[src/hdl/cfp_pkg.sv]
// shared types, constants and helper functions for the countdown frame parser
// no dependencies; used by every other file of the block except cfp_stream_if

package cfp_pkg;

   // field widths
   localparam int unsigned BYTE_W    = 8;
   localparam int unsigned CHANNEL_W = 3;
   localparam int unsigned COLOR_W   = 2;
   localparam int unsigned COUNT_W   = 15;
   localparam int unsigned POS_W     = 3;

   // byte positions within one frame
   localparam logic [POS_W-1:0] POS_HEADER  = 3'd0;
   localparam logic [POS_W-1:0] POS_CONTROL = 3'd1;
   localparam logic [POS_W-1:0] POS_HIGH    = 3'd2;
   localparam logic [POS_W-1:0] POS_LOW     = 3'd3;
   localparam logic [POS_W-1:0] POS_CHECK   = 3'd4;

   // light color codes
   localparam logic [COLOR_W-1:0] COLOR_DARK   = 2'd0;
   localparam logic [COLOR_W-1:0] COLOR_GREEN  = 2'd1;
   localparam logic [COLOR_W-1:0] COLOR_YELLOW = 2'd2;
   localparam logic [COLOR_W-1:0] COLOR_RED    = 2'd3;

   // control byte layout and checksum mask
   localparam int unsigned CTRL_TYPE_BIT  = 5;
   localparam int unsigned CTRL_CHAN_LSB  = 2;
   localparam logic [BYTE_W-1:0] CHECK_MASK = 8'h7f;

   // depth of the result queue
   localparam int unsigned RSP_DEPTH = 3;
   localparam int unsigned RSP_PTR_W = $clog2(RSP_DEPTH);
   localparam int unsigned RSP_CNT_W = $clog2(RSP_DEPTH + 1);

   typedef struct packed {
      logic [BYTE_W-1:0] rx_byte;
      logic              buffer_start;
   } req_payload_type;

   typedef struct packed {
      logic               checksum_ok;
      logic [COLOR_W-1:0] light_color;
      logic [COUNT_W-1:0] count_value;
      logic               display_type;
      logic [COUNT_W-1:0] green_count;
      logic [COUNT_W-1:0] yellow_count;
      logic [COUNT_W-1:0] red_count;
   } rsp_payload_type;

   // weighted sum of four bcd nibbles, thousands first, nibbles not range checked
   function automatic logic [COUNT_W-1:0] bcd_weight(input logic [BYTE_W-1:0] hi,
                                                     input logic [BYTE_W-1:0] lo);
      logic [COUNT_W-1:0] sum;
      sum = COUNT_W'(hi[7:4]) * COUNT_W'(1000) + COUNT_W'(hi[3:0]) * COUNT_W'(100)
          + COUNT_W'(lo[7:4]) * COUNT_W'(10) + COUNT_W'(lo[3:0]);
      return sum;
   endfunction

endpackage

[src/hdl/cfp_stream_if.sv]
// valid/ready stream interface carrying one payload word per handshake
// depends on nothing; payload type is chosen by the instantiating module

interface cfp_stream_if #(
   parameter type payload_type = logic
);
   logic        valid;
   logic        ready;
   payload_type payload;

   modport source (output valid, output payload, input ready);
   modport sink   (input valid, input payload, output ready);
endinterface

[src/hdl/cfp_frame_decoder.sv]
// frame alignment, byte capture and checksum decode for one byte per cycle
// depends on cfp_pkg

module cfp_frame_decoder (
   input  logic                           clock,
   input  logic                           reset,
   input  logic [cfp_pkg::CHANNEL_W-1:0]  my_channel,
   input  logic                           byte_valid,
   input  logic [cfp_pkg::BYTE_W-1:0]     rx_byte,
   input  logic                           buffer_start,
   output logic                           result_valid,
   output cfp_pkg::rsp_payload_type       result
);

   logic [cfp_pkg::POS_W-1:0]   pos_ff, pos_in;
   logic                        matched_ff, matched_in;
   logic [cfp_pkg::BYTE_W-1:0]  ctrl_ff, ctrl_in;
   logic [cfp_pkg::BYTE_W-1:0]  high_ff, high_in;
   logic [cfp_pkg::BYTE_W-1:0]  low_ff, low_in;
   logic [cfp_pkg::COUNT_W-1:0] green_ff, green_in;
   logic [cfp_pkg::COUNT_W-1:0] yellow_ff, yellow_in;
   logic [cfp_pkg::COUNT_W-1:0] red_ff, red_in;

   logic [cfp_pkg::POS_W-1:0]   pos_cur;
   logic                        matched_cur;
   logic [cfp_pkg::BYTE_W-1:0]  check_sum;
   logic                        sum_ok;
   logic [cfp_pkg::COUNT_W-1:0] count;
   logic [cfp_pkg::COLOR_W-1:0] color;

   // checksum and count from the captured bytes
   assign check_sum = (ctrl_ff ^ high_ff ^ low_ff) & cfp_pkg::CHECK_MASK;
   assign sum_ok    = (check_sum == rx_byte);
   assign count     = cfp_pkg::bcd_weight(high_ff, low_ff);
   assign color     = ctrl_ff[cfp_pkg::COLOR_W-1:0];

   // per-byte update of alignment, captured bytes and latches
   always_comb begin
      pos_cur      = buffer_start ? cfp_pkg::POS_HEADER : pos_ff;
      matched_cur  = buffer_start ? 1'b0 : matched_ff;
      pos_in       = pos_ff;
      matched_in   = matched_ff;
      ctrl_in      = ctrl_ff;
      high_in      = high_ff;
      low_in       = low_ff;
      green_in     = green_ff;
      yellow_in    = yellow_ff;
      red_in       = red_ff;
      result_valid = 1'b0;
      result       = '0;
      if (byte_valid) begin
         matched_in = matched_cur;
         pos_in     = (pos_cur >= cfp_pkg::POS_CHECK) ? cfp_pkg::POS_HEADER
                                                      : pos_cur + 3'd1;
         unique case (pos_cur)
            cfp_pkg::POS_HEADER: begin
            end
            cfp_pkg::POS_CONTROL: begin
               ctrl_in = rx_byte;
            end
            cfp_pkg::POS_HIGH: begin
               high_in = rx_byte;
            end
            cfp_pkg::POS_LOW: begin
               low_in = rx_byte;
            end
            default: begin
               // checksum byte: first frame for our channel in this buffer
               if (!matched_cur &&
                   ctrl_ff[cfp_pkg::CTRL_CHAN_LSB +: cfp_pkg::CHANNEL_W] == my_channel) begin
                  matched_in   = 1'b1;
                  result_valid = 1'b1;
                  if (sum_ok) begin
                     unique case (color)
                        cfp_pkg::COLOR_GREEN:  green_in  = count;
                        cfp_pkg::COLOR_YELLOW: yellow_in = count;
                        cfp_pkg::COLOR_RED:    red_in    = count;
                        default: begin
                        end
                     endcase
                     result.checksum_ok  = 1'b1;
                     result.light_color  = color;
                     result.count_value  = count;
                     result.display_type = ctrl_ff[cfp_pkg::CTRL_TYPE_BIT];
                  end
                  result.green_count  = green_in;
                  result.yellow_count = yellow_in;
                  result.red_count    = red_in;
               end
            end
         endcase
      end
   end

   // state registers
   always_ff @(posedge clock) begin
      if (reset) begin
         pos_ff     <= cfp_pkg::POS_HEADER;
         matched_ff <= 1'b0;
         ctrl_ff    <= '0;
         high_ff    <= '0;
         low_ff     <= '0;
         green_ff   <= '0;
         yellow_ff  <= '0;
         red_ff     <= '0;
      end else begin
         pos_ff     <= pos_in;
         matched_ff <= matched_in;
         ctrl_ff    <= ctrl_in;
         high_ff    <= high_in;
         low_ff     <= low_in;
         green_ff   <= green_in;
         yellow_ff  <= yellow_in;
         red_ff     <= red_in;
      end
   end

   // frame position stays within one frame
   a_pos_range: assert property (@(posedge clock) disable iff (reset)
      pos_ff <= cfp_pkg::POS_CHECK)
      else $error("frame position out of range");

   // a result marks the buffer as matched
   a_match_set: assert property (@(posedge clock) disable iff (reset)
      result_valid |=> matched_ff)
      else $error("buffer not marked matched after result");

   // a result only comes from the checksum byte of a frame
   a_result_pos: assert property (@(posedge clock) disable iff (reset)
      result_valid |-> (byte_valid && !buffer_start && pos_ff == cfp_pkg::POS_CHECK))
      else $error("result outside checksum byte");

   // green and red latches change only on a passing checksum
   a_latch_hold: assert property (@(posedge clock) disable iff (reset)
      !(result_valid && result.checksum_ok) |=> $stable(green_ff) && $stable(red_ff))
      else $error("latch changed without a good frame");

endmodule

[src/hdl/cfp_result_queue.sv]
// small result queue decoupling the decoder from the result channel
// depends on cfp_pkg

module cfp_result_queue (
   input  logic                              clock,
   input  logic                              reset,
   input  logic                              push,
   input  cfp_pkg::rsp_payload_type          push_data,
   output logic [cfp_pkg::RSP_CNT_W-1:0]     count,
   cfp_stream_if.source                      rsp_chan
);

   cfp_pkg::rsp_payload_type             mem_ff [cfp_pkg::RSP_DEPTH];
   logic [cfp_pkg::RSP_PTR_W-1:0]        wr_ptr_ff, wr_ptr_in;
   logic [cfp_pkg::RSP_PTR_W-1:0]        rd_ptr_ff, rd_ptr_in;
   logic [cfp_pkg::RSP_CNT_W-1:0]        cnt_ff, cnt_in;
   logic                                 pop;

   localparam logic [cfp_pkg::RSP_PTR_W-1:0] LAST_PTR =
      cfp_pkg::RSP_PTR_W'(cfp_pkg::RSP_DEPTH - 1);

   assign pop              = rsp_chan.valid && rsp_chan.ready;
   assign rsp_chan.valid   = (cnt_ff != '0);
   assign rsp_chan.payload = mem_ff[rd_ptr_ff];
   assign count            = cnt_ff;

   // pointer and fill count update
   always_comb begin
      wr_ptr_in = wr_ptr_ff;
      rd_ptr_in = rd_ptr_ff;
      cnt_in    = cnt_ff;
      if (push) begin
         wr_ptr_in = (wr_ptr_ff == LAST_PTR) ? '0 : wr_ptr_ff + cfp_pkg::RSP_PTR_W'(1);
      end
      if (pop) begin
         rd_ptr_in = (rd_ptr_ff == LAST_PTR) ? '0 : rd_ptr_ff + cfp_pkg::RSP_PTR_W'(1);
      end
      priority if (push && !pop) begin
         cnt_in = cnt_ff + cfp_pkg::RSP_CNT_W'(1);
      end else if (pop && !push) begin
         cnt_in = cnt_ff - cfp_pkg::RSP_CNT_W'(1);
      end else begin
         cnt_in = cnt_ff;
      end
   end

   // control registers
   always_ff @(posedge clock) begin
      if (reset) begin
         wr_ptr_ff <= '0;
         rd_ptr_ff <= '0;
         cnt_ff    <= '0;
      end else begin
         wr_ptr_ff <= wr_ptr_in;
         rd_ptr_ff <= rd_ptr_in;
         cnt_ff    <= cnt_in;
      end
   end

   // storage
   always_ff @(posedge clock) begin
      if (push) begin
         mem_ff[wr_ptr_ff] <= push_data;
      end
   end

   // never written while full, unless a word is popped in the same cycle
   a_no_overflow: assert property (@(posedge clock) disable iff (reset)
      push |-> (cnt_ff < cfp_pkg::RSP_CNT_W'(cfp_pkg::RSP_DEPTH) || pop))
      else $error("result queue overflow");

   // fill count stays in range
   a_cnt_range: assert property (@(posedge clock) disable iff (reset)
      cnt_ff <= cfp_pkg::RSP_CNT_W'(cfp_pkg::RSP_DEPTH))
      else $error("result queue count out of range");

   // an empty queue has equal read and write pointers
   a_ptr_track: assert property (@(posedge clock) disable iff (reset)
      (cnt_ff == '0) |-> (wr_ptr_ff == rd_ptr_ff))
      else $error("empty queue with unequal pointers");

endmodule

[src/hdl/countdown_frame_parser_core.sv]
// top level of the countdown frame parser: input register, decoder, result queue
// depends on cfp_pkg, cfp_stream_if, cfp_frame_decoder and cfp_result_queue

// Accepts one received byte per clock cycle, back to back while ready, and
// decodes 5-byte countdown frames aligned to the byte flagged buffer_start. The
// first complete frame of a buffer addressed to the channel held in the csr
// register gives one result word, through the input register and the decoder
// into a three-word result queue. The input is ready whenever the queue plus the
// byte in the input register leave room for another result, so a sink that
// takes results as they come never stalls the byte stream. The user must write
// the channel register only while the block is idle; this is not enforced.

module countdown_frame_parser_core (
   input  logic                          clock,
   input  logic                          reset,
   cfp_stream_if.sink                    req_chan,
   cfp_stream_if.source                  rsp_chan,
   input  logic                          csr_we,
   input  logic [cfp_pkg::CHANNEL_W-1:0] csr_wdata
);

   logic [cfp_pkg::CHANNEL_W-1:0] channel_ff;
   logic                          s1_valid_ff, s1_valid_in;
   logic [cfp_pkg::BYTE_W-1:0]    s1_byte_ff;
   logic                          s1_start_ff;
   logic                          req_accept;
   logic                          dec_valid;
   cfp_pkg::rsp_payload_type      dec_result;
   logic [cfp_pkg::RSP_CNT_W-1:0] queue_count;
   logic [cfp_pkg::RSP_CNT_W:0]   in_flight;

   // room check: queued results plus the byte in the input register
   assign in_flight      = {1'b0, queue_count} + (cfp_pkg::RSP_CNT_W + 1)'(s1_valid_ff);
   assign req_chan.ready = (in_flight < (cfp_pkg::RSP_CNT_W + 1)'(cfp_pkg::RSP_DEPTH));
   assign req_accept     = req_chan.valid && req_chan.ready;
   assign s1_valid_in    = req_accept;

   // channel register
   always_ff @(posedge clock) begin
      if (reset) begin
         channel_ff <= '0;
      end else if (csr_we) begin
         channel_ff <= csr_wdata;
      end
   end

   // input register
   always_ff @(posedge clock) begin
      if (reset) begin
         s1_valid_ff <= 1'b0;
      end else begin
         s1_valid_ff <= s1_valid_in;
      end
   end

   always_ff @(posedge clock) begin
      if (req_accept) begin
         s1_byte_ff  <= req_chan.payload.rx_byte;
         s1_start_ff <= req_chan.payload.buffer_start;
      end
   end

   cfp_frame_decoder u_decoder (
      .clock        (clock),
      .reset        (reset),
      .my_channel   (channel_ff),
      .byte_valid   (s1_valid_ff),
      .rx_byte      (s1_byte_ff),
      .buffer_start (s1_start_ff),
      .result_valid (dec_valid),
      .result       (dec_result)
   );

   cfp_result_queue u_queue (
      .clock     (clock),
      .reset     (reset),
      .push      (dec_valid),
      .push_data (dec_result),
      .count     (queue_count),
      .rsp_chan  (rsp_chan)
   );

   // queue and input register never hold more than the queue can take
   a_room: assert property (@(posedge clock) disable iff (reset)
      in_flight <= (cfp_pkg::RSP_CNT_W + 1)'(cfp_pkg::RSP_DEPTH))
      else $error("more words in flight than queue space");

   // the decoder sees a byte in the cycle after it is accepted
   a_stage: assert property (@(posedge clock) disable iff (reset)
      req_accept |=> s1_valid_ff)
      else $error("accepted byte did not reach the input register");

   // a result never appears without a byte in the input register
   a_dec_src: assert property (@(posedge clock) disable iff (reset)
      dec_valid |-> s1_valid_ff)
      else $error("decoder result without input byte");

endmodule

[src/flat_wrapper.sv]
// flat-port wrapper written by rule: the top's interface ports become plain ports
module countdown_frame_parser_core_flat 
  (clock, reset, csr_we, csr_wdata, req_chan_valid, req_chan_payload, req_chan_ready, rsp_chan_valid, rsp_chan_payload, rsp_chan_ready);
  cfp_stream_if #(.payload_type(cfp_pkg::req_payload_type)) req_chan_i ();
  cfp_stream_if #(.payload_type(cfp_pkg::rsp_payload_type)) rsp_chan_i ();
  input  logic clock;
  input  logic reset;
  input  logic csr_we;
  input  logic [cfp_pkg::CHANNEL_W-1:0] csr_wdata;
  input wire logic [$bits(req_chan_i.valid)-1:0] req_chan_valid;
  input wire logic [$bits(req_chan_i.payload)-1:0] req_chan_payload;
  output wire logic [$bits(req_chan_i.ready)-1:0] req_chan_ready;
  output wire logic [$bits(rsp_chan_i.valid)-1:0] rsp_chan_valid;
  output wire logic [$bits(rsp_chan_i.payload)-1:0] rsp_chan_payload;
  input wire logic [$bits(rsp_chan_i.ready)-1:0] rsp_chan_ready;
  assign req_chan_i.valid = req_chan_valid;
  assign req_chan_i.payload = req_chan_payload;
  assign req_chan_ready = req_chan_i.ready;
  assign rsp_chan_valid = rsp_chan_i.valid;
  assign rsp_chan_payload = rsp_chan_i.payload;
  assign rsp_chan_i.ready = rsp_chan_ready;
  countdown_frame_parser_core u_core (.clock(clock), .reset(reset), .req_chan(req_chan_i), .rsp_chan(rsp_chan_i), .csr_we(csr_we), .csr_wdata(csr_wdata));
endmodule
[config.mk]
export PLATFORM = sky130hd
export DESIGN_NAME = countdown_frame_parser_core_flat
export DESIGN_NICKNAME = d
export VERILOG_FILES = /design/src/hdl/cfp_pkg.sv /design/src/hdl/cfp_stream_if.sv /design/src/hdl/cfp_frame_decoder.sv /design/src/hdl/cfp_result_queue.sv /design/src/hdl/countdown_frame_parser_core.sv /design/src/flat_wrapper.sv
export SDC_FILE = /design/constraint.sdc
export NUM_CORES = 1
export LEC_CHECK = 0
export ABC_AREA = 1
export BUFFER_PORTS_ARGS = -buffer_cell sky130_fd_sc_hd__buf_4
export CORE_MARGIN = 2
export CORE_UTILIZATION = 43
export DETAILED_ROUTE_END_ITERATION = 6
export GPL_ROUTABILITY_DRIVEN = 0
export MAX_ROUTING_LAYER = met4
export SYNTH_ARGS = -nofsm -noshare
export SYNTH_HDL_FRONTEND = slang
export SYNTH_SLANG_ARGS = --single-unit
[constraint.sdc]
create_clock -name clock -period 6.3 [get_ports clock]
set_input_delay 0.315 -clock clock [delete_from_list [all_inputs] [get_ports clock]]
set_output_delay 0.315 -clock clock [all_outputs]
set_load 0.005 [all_outputs]
* After elaboration in Yosys (flattened, before gate mapping)
Memories as Yosys holds them, arrays and structs flattened. A register that Yosys moved wholly into a read port is not among the register bits. Cells that the tools add are included.
Word-level totals: bits in registers 91, RAM bits 192, input bits 17, output and inout port bits 66, word-level logic and storage cells 85, memories kept 1
Memory list:
- u_core.u_queue.mem_ff | words 3, width 64, rd ports 1, clocked after memory_dff 1, wr ports 1, line cfp_result_queue.sv:13 | cfp_pkg::rsp_payload_type mem_ff [cfp_pkg::RSP_DEPTH];
Operators by class: add/sub/neg operators 9, multiply operators 3, order comparisons 2, equality and inequality tests 10, muxes and demuxes 26, bitwise operators 3, reductions and logical operators 16
Operator list (number):
- 64-bit two-way mux | 3
- 15-bit two-way mux | 6
- 19-bit two-way mux | 1
- 14-bit by 11-bit adder with 15-bit output | 1
- 15-bit by 4-bit adder with 15-bit output | 1
- 15-bit by 8-bit adder with 15-bit output | 1
- 7-bit XOR | 2
- 2-bit two-way mux | 6
- 4-bit by 7-bit multiplier with 11-bit output (second input constant) | 1
- 4-bit by 5-bit multiplier with 9-bit output (second input constant) | 1
- 2-bit == test (second input constant) | 4
- 7-bit by 8-bit == test with 1-bit output | 1
- 1-bit two-way mux | 8
- 4-bit by 3-bit multiplier with 7-bit output (second input constant) | 1
- 2-bit by 1-bit adder with 2-bit output (second input constant) | 3
- 3-bit by 2-bit == test with 1-bit output (second input constant) | 2
- 3-bit two-way mux | 2
- 2-bit AND reduction | 3
- 1-bit logical AND | 5
- 2-bit nonzero test | 2
- 4-bit OR reduction | 1
- 2-bit by 1-bit adder with 3-bit output | 1
- 3-bit by 1-bit adder with 3-bit output (second input constant) | 1
- 3-bit by 1-bit == test with 1-bit output (second input constant) | 1
- other kinds (9) | 11

* Logic depth before layout (Yosys ltp)
Gate-level depths: netlist of run 1.
depth after elaboration 10, depth in mapped cells 24, mapped depth without buffers 24

* By module
Synthesis of run 1 repeated with hierarchy kept, for this count alone.
Unflattened totals: cells, all modules 1551, area total of the unflattened synthesis 14680.3 µm²
By module, submodules not included:
- cfp_result_queue | times used 1, cells each 525, area each 7961.4 µm²
- cfp_frame_decoder | times used 1, cells each 994, area each 6273.5 µm²
- countdown_frame_parser_core | times used 1, cells each 32, area each 445.4 µm²

* Worst setup path after synthesis of run 1
OpenSTA, ideal clock, no wires.
path type flip-flop to flip-flop, from reg u_core.s1_start_ff, to mem u_core.u_queue.mem_ff[0][0] (netlist bit), enable pin, data arrival time 5.633 ns, path slack 0.101 ns, stages on the path, launching flop included 7, period minus slack after synthesis 6.199 ns, path through edfxtp_1 inv_1 nand2_1 a211oi_2 nand4_2 clkbuf_1 nor3_1
Between the ends: cells in the longest elaborated chain, start to end 8, elaborated cells on any way between the ends 14
Ends and longest elaborated chain:
- start, declared | line countdown_frame_parser_core.sv:25 | logic s1_start_ff;
- start signal, assigned | line countdown_frame_parser_core.sv:59 | s1_start_ff <= req_chan.payload.buffer_start;
- parallel branches: the longest is 4 deep, another holds 4-bit OR reduction
- 1-bit two-way mux * | line cfp_frame_decoder.sv:55 | unique case (pos_cur)
- 1-bit two-way mux * | line cfp_frame_decoder.sv:51 | if (byte_valid) begin
- 1-bit two-way mux * | line cfp_result_queue.sv:62 | if (push) begin
- 1-bit two-way mux (implied by the code) * | line cfp_result_queue.sv:63 | mem_ff[wr_ptr_ff] <= push_data;
- end, declared | line cfp_result_queue.sv:13
Every way passes the cells marked *.

==> results of run 1 <==
## metrics by stage
step | utilization | setup WS (ps)
after detailed placement | 0.468 | 1500
after global placement | 0.468 | 1570
final | 0.502 | 1500
after CTS | 0.502 | 1480
after global routing | 0.502 | 1030
after floorplan | - | 101
## cell usage in the layout, fill, tap and decap left out, drive strengths merged, types with 3 or more instances in the layout
master	count
a211oi	25
a21oi	204
buf	94
clkbuf	46
clkinv	7
dfxtp	84
dlygate4sd3	10
edfxtp	201
fa	17
ha	57
inv	206
nand2	350
nand3	68
nand4	8
nor2	137
nor3	3
o211ai	12
o21ai	21
or2	3
xnor2	7
xor2	7
## power by group through the flow
| stage | combinational, uW | clock, uW | sequential [uW] |
|---|---|---|---|
| 6_report | 324 | 1730 | 2010 |
| 5_1_grt | 361 | 1840 | 2010 |
| 3_5_place_dp | 326 | 0 | 2050 |
| 2_1_floorplan | 172 | 0 | 2040 |
| 3_3_place_gp | 323 | 0 | 2050 |
| 4_1_cts | 332 | 1770 | 2010 |
## area by class of cell
type,instances,share of cell area
Sequential cell,285,0.485
Timing Repair Buffer,104,0.0506
Tap cell,402,0.0316
Clock inverter,9,0.00471
Clock buffer,46,0.0573
Multi-Input combinational cell,928,0.322
Inverter,206,0.0489
## cells by family after synthesis
group / synth area share
adders and majority gates: 0.0757
and+or+nand+nor: 0.172
AOI/OAI and AO/OA: 0.112
buffers and inverters: 0.0771
DFF: 0.555
xor gates and xnor gates: 0.00882
## per-layer routing
metal / GRT usage / vias to the layer above
met5: - / -
met4: 0.0576 / 0
met3: 0.0254 / 52
met2: 0.330 / 228
met1: 0.255 / 4791
li1: - / 5045
## worst max path at each step
stage	endpoint	depth (start not counted)	slack [ps]
global placement	u_core.u_queue.mem_ff[0][43]	23	1570
finish	u_core.u_queue.mem_ff[2][43]	23	1500
CTS	u_core.u_queue.mem_ff[0][11]	22	1480
global route	u_core.u_queue.mem_ff[0][43]	23	1030
detailed placement	u_core.u_queue.mem_ff[1][11]	22	1500
floorplan	u_core.u_queue.mem_ff[0][0]	6	100
## worst min-delay path: cells and delay by family
kind                   cells  cell delay (ps)
AO/OA/AOI/OAI              1               50
buffers and inverters      1              110
AND/OR/NAND/NOR            1               50
## registers in the layout, summed over array words and instances, names as in the netlist, 7 cells and up, named ones only
signal and flops:
u_core.u_decoder.ctrl_ff 7, u_core.u_decoder.low_ff 8, u_core.u_decoder.red_ff 15, u_core.u_decoder.yellow_ff 15, u_core.s1_byte_ff 8, u_core.u_decoder.green_ff 15, u_core.u_queue.mem_ff 192, u_core.u_decoder.high_ff 8
==> run_summary.xml, run 1 <==
<?xml version="1.0" encoding="UTF-8"?>
<metrics>
  <group name="drt">
    <metric name="post_route_ant_nets" unit="">0</metric>
    <metric name="wl_met1" unit="mm">14.6</metric>
    <metric name="detailroute.wirelength.met3" unit="mm">1.48</metric>
    <metric name="top_signal_layer_used" unit="">met4</metric>
    <metric name="drt_pre_antenna_iters" unit="">5</metric>
    <metric name="routed_via_density" unit="">5.11</metric>
    <metric name="vias" unit="">10100</metric>
    <metric name="route.final.wire_length" unit="mm">32.3</metric>
    <metric name="drt-wirelength-per-cell" unit="um">16.3</metric>
    <metric name="drc_errors" unit="">0</metric>
    <metric name="initialDrtViolationCount" unit="">755</metric>
    <metric name="wl_met2" unit="mm">15.4</metric>
  </group>
  <group name="clocking">
    <metric name="tritoncts_clock_tree" unit="">done</metric>
    <metric name="cts_max_path_buffers" unit="">3</metric>
    <metric name="cts_resized" unit="">0</metric>
    <metric name="numClockSinks" unit="">285</metric>
    <metric name="clk_transition_reported_paths" unit="ps">60</metric>
    <metric name="post-cts-setup-buffer-count" unit="">0</metric>
    <metric name="cts_htree_levels" unit="">1</metric>
    <metric name="holdBufCountCts" unit="">10</metric>
    <metric name="root_buffer" unit="">sky130_fd_sc_hd__clkbuf_16</metric>
    <metric name="tritoncts.num_buffers" unit="">30</metric>
    <metric name="worst_skew_pair.late_latency" unit="ps">550</metric>
  </group>
  <group name="final_layout">
    <metric name="drive_gt1_frac" unit="">0.129</metric>
    <metric name="area.sequential" unit="sq um">7720</metric>
    <metric name="finalInstanceArea" unit="sq um">15900</metric>
    <metric name="num_antenna_cells" unit="">0</metric>
    <metric name="multi_input_combinational_cell_area" unit="sq um">5130</metric>
    <metric name="layout.nets" unit="">1646</metric>
    <metric name="final_cell_count_no_fill" unit="">1980</metric>
    <metric name="filler_cell_count" unit="">2905</metric>
    <metric name="area_growth" unit="%">14.5</metric>
  </group>
  <group name="die">
    <metric name="height_of_the_chip" unit="um">184</metric>
    <metric name="initial_core_utilization" unit="">0.439</metric>
    <metric name="io_pins" unit="">83</metric>
    <metric name="placementRows" unit="">65</metric>
    <metric name="die_area" unit="sq um">33800</metric>
    <metric name="core" unit="sq um">31700</metric>
    <metric name="die_w" unit="um">184</metric>
  </group>
  <group name="timing">
    <metric name="tightestPinTransition" unit="ps">985</metric>
    <metric name="worst_slew_margin_rel" unit="">0.344</metric>
    <metric name="number_of_pins_exceeding_their_max_slew_limit_in_the_final_report" unit="">0</metric>
    <metric name="setup_tns" unit="ps">0</metric>
    <metric name="finalHoldViolCount" unit="">0</metric>
    <metric name="layout_skew" unit="ps">14.2</metric>
    <metric name="fin_hold_ws" unit="ps">23.3</metric>
    <metric name="max_clock_freq" unit="MHz">208</metric>
    <metric name="finalCriticalPeriod" unit="ps">4800</metric>
    <metric name="fin_crit_sh" unit="">0.762</metric>
    <metric name="setup_repair_after_global_routing_missed_its_margin" unit="">no</metric>
    <metric name="report.final.setup_viol" unit="">0</metric>
  </group>
  <group name="power_and_ir_drop">
    <metric name="power_frac_clock" unit="">0.426</metric>
    <metric name="netSwitchingPower" unit="uW">898</metric>
    <metric name="power.share.combinational" unit="">0.080</metric>
    <metric name="seq_power_share" unit="">0.494</metric>
    <metric name="power_report.internal_total" unit="uW">3170</metric>
    <metric name="p_leak" unit="uW">0.00655</metric>
    <metric name="power_density" unit="nW/um^2">255</metric>
    <metric name="netSwitchingFraction" unit="">0.221</metric>
    <metric name="total_power" unit="uW">4070</metric>
    <metric name="peakVddDrop" unit="V">0.000189</metric>
  </group>
  <group name="critical_path">
    <metric name="startpoint_type" unit="">flop</metric>
    <metric name="cp_num_buf_inv" unit="">5</metric>
    <metric name="critical-path-top-cell-by-count" unit="">sky130_fd_sc_hd__inv_1</metric>
    <metric name="cp_slowest_cell" unit="">sky130_fd_sc_hd__fa_1</metric>
    <metric name="cpLargestDelayFamily" unit="">adder cells</metric>
    <metric name="reg2reg_slack" unit="ps">1500</metric>
    <metric name="cp_data_arrival_time" unit="ps">5100</metric>
    <metric name="cp_data_required_time" unit="ps">6590</metric>
    <metric name="ff2ff_path_depth" unit="">23</metric>
    <metric name="path_class" unit="">reg -&gt; reg</metric>
    <metric name="critical_path.endpoint_type" unit="">flop</metric>
    <metric name="cpPeakStageDelay" unit="ps">610</metric>
    <metric name="timing.critical_path.cells" unit="">fa_1 -&gt; inv_1 -&gt; fa_1 -&gt; inv_1 -&gt; ha_1 -&gt; nand2_1 -&gt; o21ai_0 -&gt; xor2_1 -&gt; inv_1 -&gt; ha_1 -&gt; ha_1 -&gt; ha_1 -&gt; nand2_1 -&gt; nor2_1 -&gt; nand3_1 -&gt; nand3_1 -&gt; nand3_1 -&gt; nand2_1 -&gt; inv_1 -&gt; nor2_1 -&gt; nor2_1 -&gt; nand2_1 -&gt; inv_1</metric>
    <metric name="worstReg2RegEnd" unit="">u_core.u_queue.mem_ff[2][43]</metric>
    <metric name="worstReg2RegStart" unit="">u_core.u_decoder.high_ff[6]</metric>
    <metric name="path_max_fanout" unit="">8</metric>
    <metric name="crit_start" unit="">u_core.u_decoder.high_ff[6]</metric>
  </group>
  <group name="synthesis">
    <metric name="synth.ff_latch_count" unit="">285</metric>
    <metric name="synth.yosys.seq_area_share" unit="">0.555</metric>
    <metric name="synthCells" unit="">1476</metric>
    <metric name="post_synth_num_cell_types" unit="">45</metric>
    <metric name="ys_async_sr_fraction" unit="">0</metric>
    <metric name="avgSynthCellArea" unit="sq um">9.42</metric>
    <metric name="yosys-top-cells-count" unit="">sky130_fd_sc_hd__nand2_1 (344), sky130_fd_sc_hd__edfxtp_1 (201), sky130_fd_sc_hd__a21oi_1 (198), sky130_fd_sc_hd__inv_1 (194), sky130_fd_sc_hd__nor2_1 (130)</metric>
    <metric name="synth_flop_type" unit="">sky130_fd_sc_hd__edfxtp_1</metric>
    <metric name="synth_area_leader_cell" unit="">sky130_fd_sc_hd__edfxtp_1</metric>
    <metric name="net_count_synth" unit="">1567</metric>
    <metric name="syn-cell-area" unit="sq um">13900</metric>
    <metric name="synth_top_cell_area_share" unit="">0.434</metric>
    <metric name="synth-edff-count" unit="">201</metric>
    <metric name="synth_warnings" unit="">0</metric>
    <metric name="yosysMostFrequentCell" unit="">sky130_fd_sc_hd__nand2_1</metric>
    <metric name="post_synth_main_area_contributors" unit="">sky130_fd_sc_hd__edfxtp_1 (43%), sky130_fd_sc_hd__dfxtp_1 (12%), sky130_fd_sc_hd__nand2_1 (9.3%), sky130_fd_sc_hd__a21oi_1 (7.1%), sky130_fd_sc_hd__inv_1 (5.2%)</metric>
  </group>
  <group name="worst_hold_path">
    <metric name="hold-path-endpoint" unit="">u_core.channel_ff[2]</metric>
    <metric name="whs_path_depth" unit="">3</metric>
    <metric name="worst_hold_path_type" unit="">in -&gt; reg</metric>
    <metric name="hold_path_startpoint" unit="">csr_wdata[2]</metric>
  </group>
  <group name="global_routing">
    <metric name="first_global_vias" unit="">9713</metric>
    <metric name="overflow" unit="">0</metric>
    <metric name="grt_start_max_net_pins" unit="">83</metric>
    <metric name="antenna_violations_before_repair" unit="">0</metric>
    <metric name="grt_pass1_wl" unit="mm">51.6</metric>
    <metric name="track_usage" unit="">0.198</metric>
  </group>
  <group name="flow_run">
    <metric name="drv.max_cap_violation_count" unit="">0</metric>
  </group>
  <group name="placement">
    <metric name="buffer_ports.inserted" unit="">82</metric>
    <metric name="hpwl" unit="mm">20.9</metric>
    <metric name="post-place-cells" unit="">1915</metric>
    <metric name="postPlaceCellArea" unit="sq um">14800</metric>
  </group>
  <group name="status">
    <metric name="status" unit="">finished clean</metric>
  </group>
</metrics>
Note: power is estimated with default switching activity, not from simulation.
==> run 2, diff against run 1 <==
clock period = 4.81 ns   (was 6.3 ns; I/O delays follow)
==> run_summary.xml, run 2 (same netlist as run 1, synthesis figures left out) <==
<?xml version="1.0" encoding="UTF-8"?>
<metrics>
  <group name="drt">
    <metric name="drc_errors" unit="">0</metric>
    <metric name="vias" unit="">10200</metric>
    <metric name="route.final.wire_length" unit="mm">32.9</metric>
    <metric name="initialDrtViolationCount" unit="">627</metric>
    <metric name="post_route_ant_nets" unit="">0</metric>
    <metric name="drt_pre_antenna_iters" unit="">5</metric>
    <metric name="drt-wirelength-per-cell" unit="um">16.5</metric>
    <metric name="routed_via_density" unit="">5.10</metric>
  </group>
  <group name="global_routing">
    <metric name="first_global_vias" unit="">9769</metric>
    <metric name="overflow" unit="">0</metric>
    <metric name="grt_start_max_net_pins" unit="">83</metric>
    <metric name="antenna_violations_before_repair" unit="">0</metric>
    <metric name="grt_pass1_wl" unit="mm">52.2</metric>
    <metric name="track_usage" unit="">0.201</metric>
  </group>
  <group name="critical_path">
    <metric name="path_max_fanout" unit="">5</metric>
    <metric name="cp_num_buf_inv" unit="">4</metric>
    <metric name="cp_data_arrival_time" unit="ps">4760</metric>
    <metric name="path_class" unit="">reg -&gt; reg</metric>
    <metric name="cpLargestDelayFamily" unit="">adder cells</metric>
    <metric name="cp_slowest_cell" unit="">sky130_fd_sc_hd__fa_1</metric>
    <metric name="startpoint_type" unit="">flop</metric>
    <metric name="critical-path-top-cell-by-count" unit="">sky130_fd_sc_hd__inv_1</metric>
    <metric name="cp_data_required_time" unit="ps">5110</metric>
    <metric name="timing.critical_path.cells" unit="">fa_1 -&gt; inv_1 -&gt; fa_1 -&gt; ha_1 -&gt; a21oi_1 -&gt; o21ai_2 -&gt; xor2_1 -&gt; inv_1 -&gt; ha_1 -&gt; ha_1 -&gt; ha_2 -&gt; nand2_1 -&gt; nor2_1 -&gt; nand3_1 -&gt; nand3_1 -&gt; nand3_1 -&gt; nand2_1 -&gt; inv_1 -&gt; nor2_1 -&gt; nor2_1 -&gt; nand2_1 -&gt; inv_1</metric>
    <metric name="critical_path.endpoint_type" unit="">flop</metric>
    <metric name="cpPeakStageDelay" unit="ps">570</metric>
  </group>
  <group name="timing">
    <metric name="number_of_pins_exceeding_their_max_slew_limit_in_the_final_report" unit="">0</metric>
    <metric name="finalCriticalPeriod" unit="ps">4460</metric>
    <metric name="layout_skew" unit="ps">15.2</metric>
    <metric name="fin_crit_sh" unit="">0.927</metric>
    <metric name="report.final.setup_viol" unit="">0</metric>
    <metric name="tightestPinTransition" unit="ps">982</metric>
    <metric name="worst_slew_margin_rel" unit="">0.345</metric>
    <metric name="max_clock_freq" unit="MHz">224</metric>
    <metric name="setup_repair_after_global_routing_missed_its_margin" unit="">no</metric>
    <metric name="finalHoldViolCount" unit="">0</metric>
  </group>
  <group name="placement">
    <metric name="postPlaceCellArea" unit="sq um">14900</metric>
    <metric name="buffer_ports.inserted" unit="">82</metric>
    <metric name="hpwl" unit="mm">21.5</metric>
  </group>
  <group name="power_and_ir_drop">
    <metric name="p_leak" unit="uW">0.00667</metric>
    <metric name="power_density" unit="nW/um^2">347</metric>
    <metric name="peakVddDrop" unit="V">0.000303</metric>
  </group>
  <group name="final_layout">
    <metric name="num_antenna_cells" unit="">0</metric>
    <metric name="layout.nets" unit="">1659</metric>
    <metric name="area_growth" unit="%">16.5</metric>
    <metric name="most_frequent_standard_cell_in_the_layout_excluding_fill_and_tap_cells" unit="">sky130_fd_sc_hd__nand2_1</metric>
    <metric name="largest_register_ffs" unit="">192</metric>
    <metric name="drive_gt1_frac" unit="">0.143</metric>
    <metric name="finalInstanceArea" unit="sq um">16200</metric>
    <metric name="layout.core_utilization" unit="">0.511</metric>
    <metric name="most_frequent_cells_in_the_layout" unit="">sky130_fd_sc_hd__nand2_1 (344), sky130_fd_sc_hd__edfxtp_1 (201), sky130_fd_sc_hd__a21oi_1 (198)</metric>
    <metric name="max_flop_register" unit="">u_core.u_queue.mem_ff</metric>
  </group>
  <group name="clocking">
    <metric name="root_buffer" unit="">sky130_fd_sc_hd__clkbuf_16</metric>
    <metric name="tritoncts.num_buffers" unit="">30</metric>
    <metric name="worst_skew_pair.late_latency" unit="ps">550</metric>
    <metric name="clk_transition_reported_paths" unit="ps">60</metric>
    <metric name="numClockSinks" unit="">285</metric>
    <metric name="cts_max_path_buffers" unit="">3</metric>
    <metric name="cts_htree_levels" unit="">1</metric>
    <metric name="tritoncts_clock_tree" unit="">done</metric>
  </group>
  <group name="die">
    <metric name="io_pins" unit="">83</metric>
    <metric name="die_area" unit="sq um">33800</metric>
    <metric name="height_of_the_chip" unit="um">184</metric>
    <metric name="initial_core_utilization" unit="">0.439</metric>
    <metric name="core" unit="sq um">31700</metric>
    <metric name="placementRows" unit="">65</metric>
    <metric name="die_w" unit="um">184</metric>
  </group>
  <group name="flow_run">
    <metric name="drv.max_cap_violation_count" unit="">0</metric>
  </group>
  <group name="worst_hold_path">
    <metric name="worst_hold_path_type" unit="">in -&gt; reg</metric>
  </group>
  <group name="status">
    <metric name="status" unit="">finished clean</metric>
  </group>
</metrics>
run 2: changes by cell type in the layout (fill, tap and decap cells not counted), sizes merged:
cell and change:
clkbuf -11, bufinv +5, inv +1, clkinv +5
buf +7, dlygate4sd3 +6, clkinvlp +1
run 2: metrics by stage:
stage | total power [uW] | setup TNS, ps | setup slack (ps) | cells | hold WS, ps
2_1_floorplan | 2900 | -257940 | -1390 | 1476 | 339
3_3_place_gp | 3110 | 0 | 176 | 1921 | 419
3_5_place_dp | 3110 | 0 | 138 | 1921 | 420
4_1_cts | 5670 | 0 | 124 | 1993 | 2.00
5_1_grt | 5810 | 0 | 15.6 | 1994 | 31.6
6_report | 5620 | 0 | 350 | 1994 | 17.8
run 2: worst paths after layout:
| path | from | endpoint | slack, ps | cells after the start |
|---|---|---|---|---|
| setup / recovery | u_core.u_decoder.high_ff[6] | u_core.u_queue.mem_ff[1][43] | 350 | 22 |
| hold / removal | csr_we | u_core.channel_ff[2] | 20 | 4 |
| setup reg to reg | u_core.u_decoder.high_ff[6] | u_core.u_queue.mem_ff[1][43] | 350 | 22 |
| hold reg to reg | u_core.u_decoder.green_ff[6] | u_core.u_decoder.green_ff[6] | 460 | 2 |
run 2: area by class of cell:
cell class                 instances  area, sq um
fill                            2871        15500
sequential                       285         7720
multi-input combinational        928         5170
timing repair buffer             117          918
clock buffer                      35          853
inverter                         206          778
tap                              402          503
clock inverter                    21          268
run 2: where the power goes:
| part | internal (uW) | switching [uW] | total, uW |
|---|---|---|---|
| clock | 1590 | 963 | 2550 |
| sequential | 2610 | 15.5 | 2630 |
| combinational | 191 | 248 | 439 |
run 2: timing repair:
item                       4_1_cts  5_1_grt
gates resized for setup          0       10
hold buffers                    16        0
hold endpoints to repair        13        0
setup endpoints to repair        0       72
buffers inserted                 0        1
run 2: per-layer routing:
layer	track usage	vias to the layer above	wire (um)
li1	-	5069	-
met1	0.254	4810	14600
met2	0.341	234	16000
met3	0.0246	52	1430
met4	0.0586	0	862
met5	-	-	0
run 2: worst reg2reg max path: stages, from the launching register on:
cell and delay, ps:
sky130_fd_sc_hd__dfxtp_2 350, sky130_fd_sc_hd__fa_1 570, sky130_fd_sc_hd__inv_1 80, sky130_fd_sc_hd__fa_1 430
sky130_fd_sc_hd__ha_1 370, sky130_fd_sc_hd__a21oi_1 180, sky130_fd_sc_hd__o21ai_2 90, sky130_fd_sc_hd__xor2_1 160
sky130_fd_sc_hd__inv_1 60, sky130_fd_sc_hd__ha_1 290, sky130_fd_sc_hd__ha_1 300, sky130_fd_sc_hd__ha_2 370
sky130_fd_sc_hd__nand2_1 80, sky130_fd_sc_hd__nor2_1 120, sky130_fd_sc_hd__nand3_1 90, sky130_fd_sc_hd__nand3_1 120
sky130_fd_sc_hd__nand3_1 100, sky130_fd_sc_hd__nand2_1 100, sky130_fd_sc_hd__inv_1 40, sky130_fd_sc_hd__nor2_1 90
sky130_fd_sc_hd__nor2_1 60, sky130_fd_sc_hd__nand2_1 110, sky130_fd_sc_hd__inv_1 60
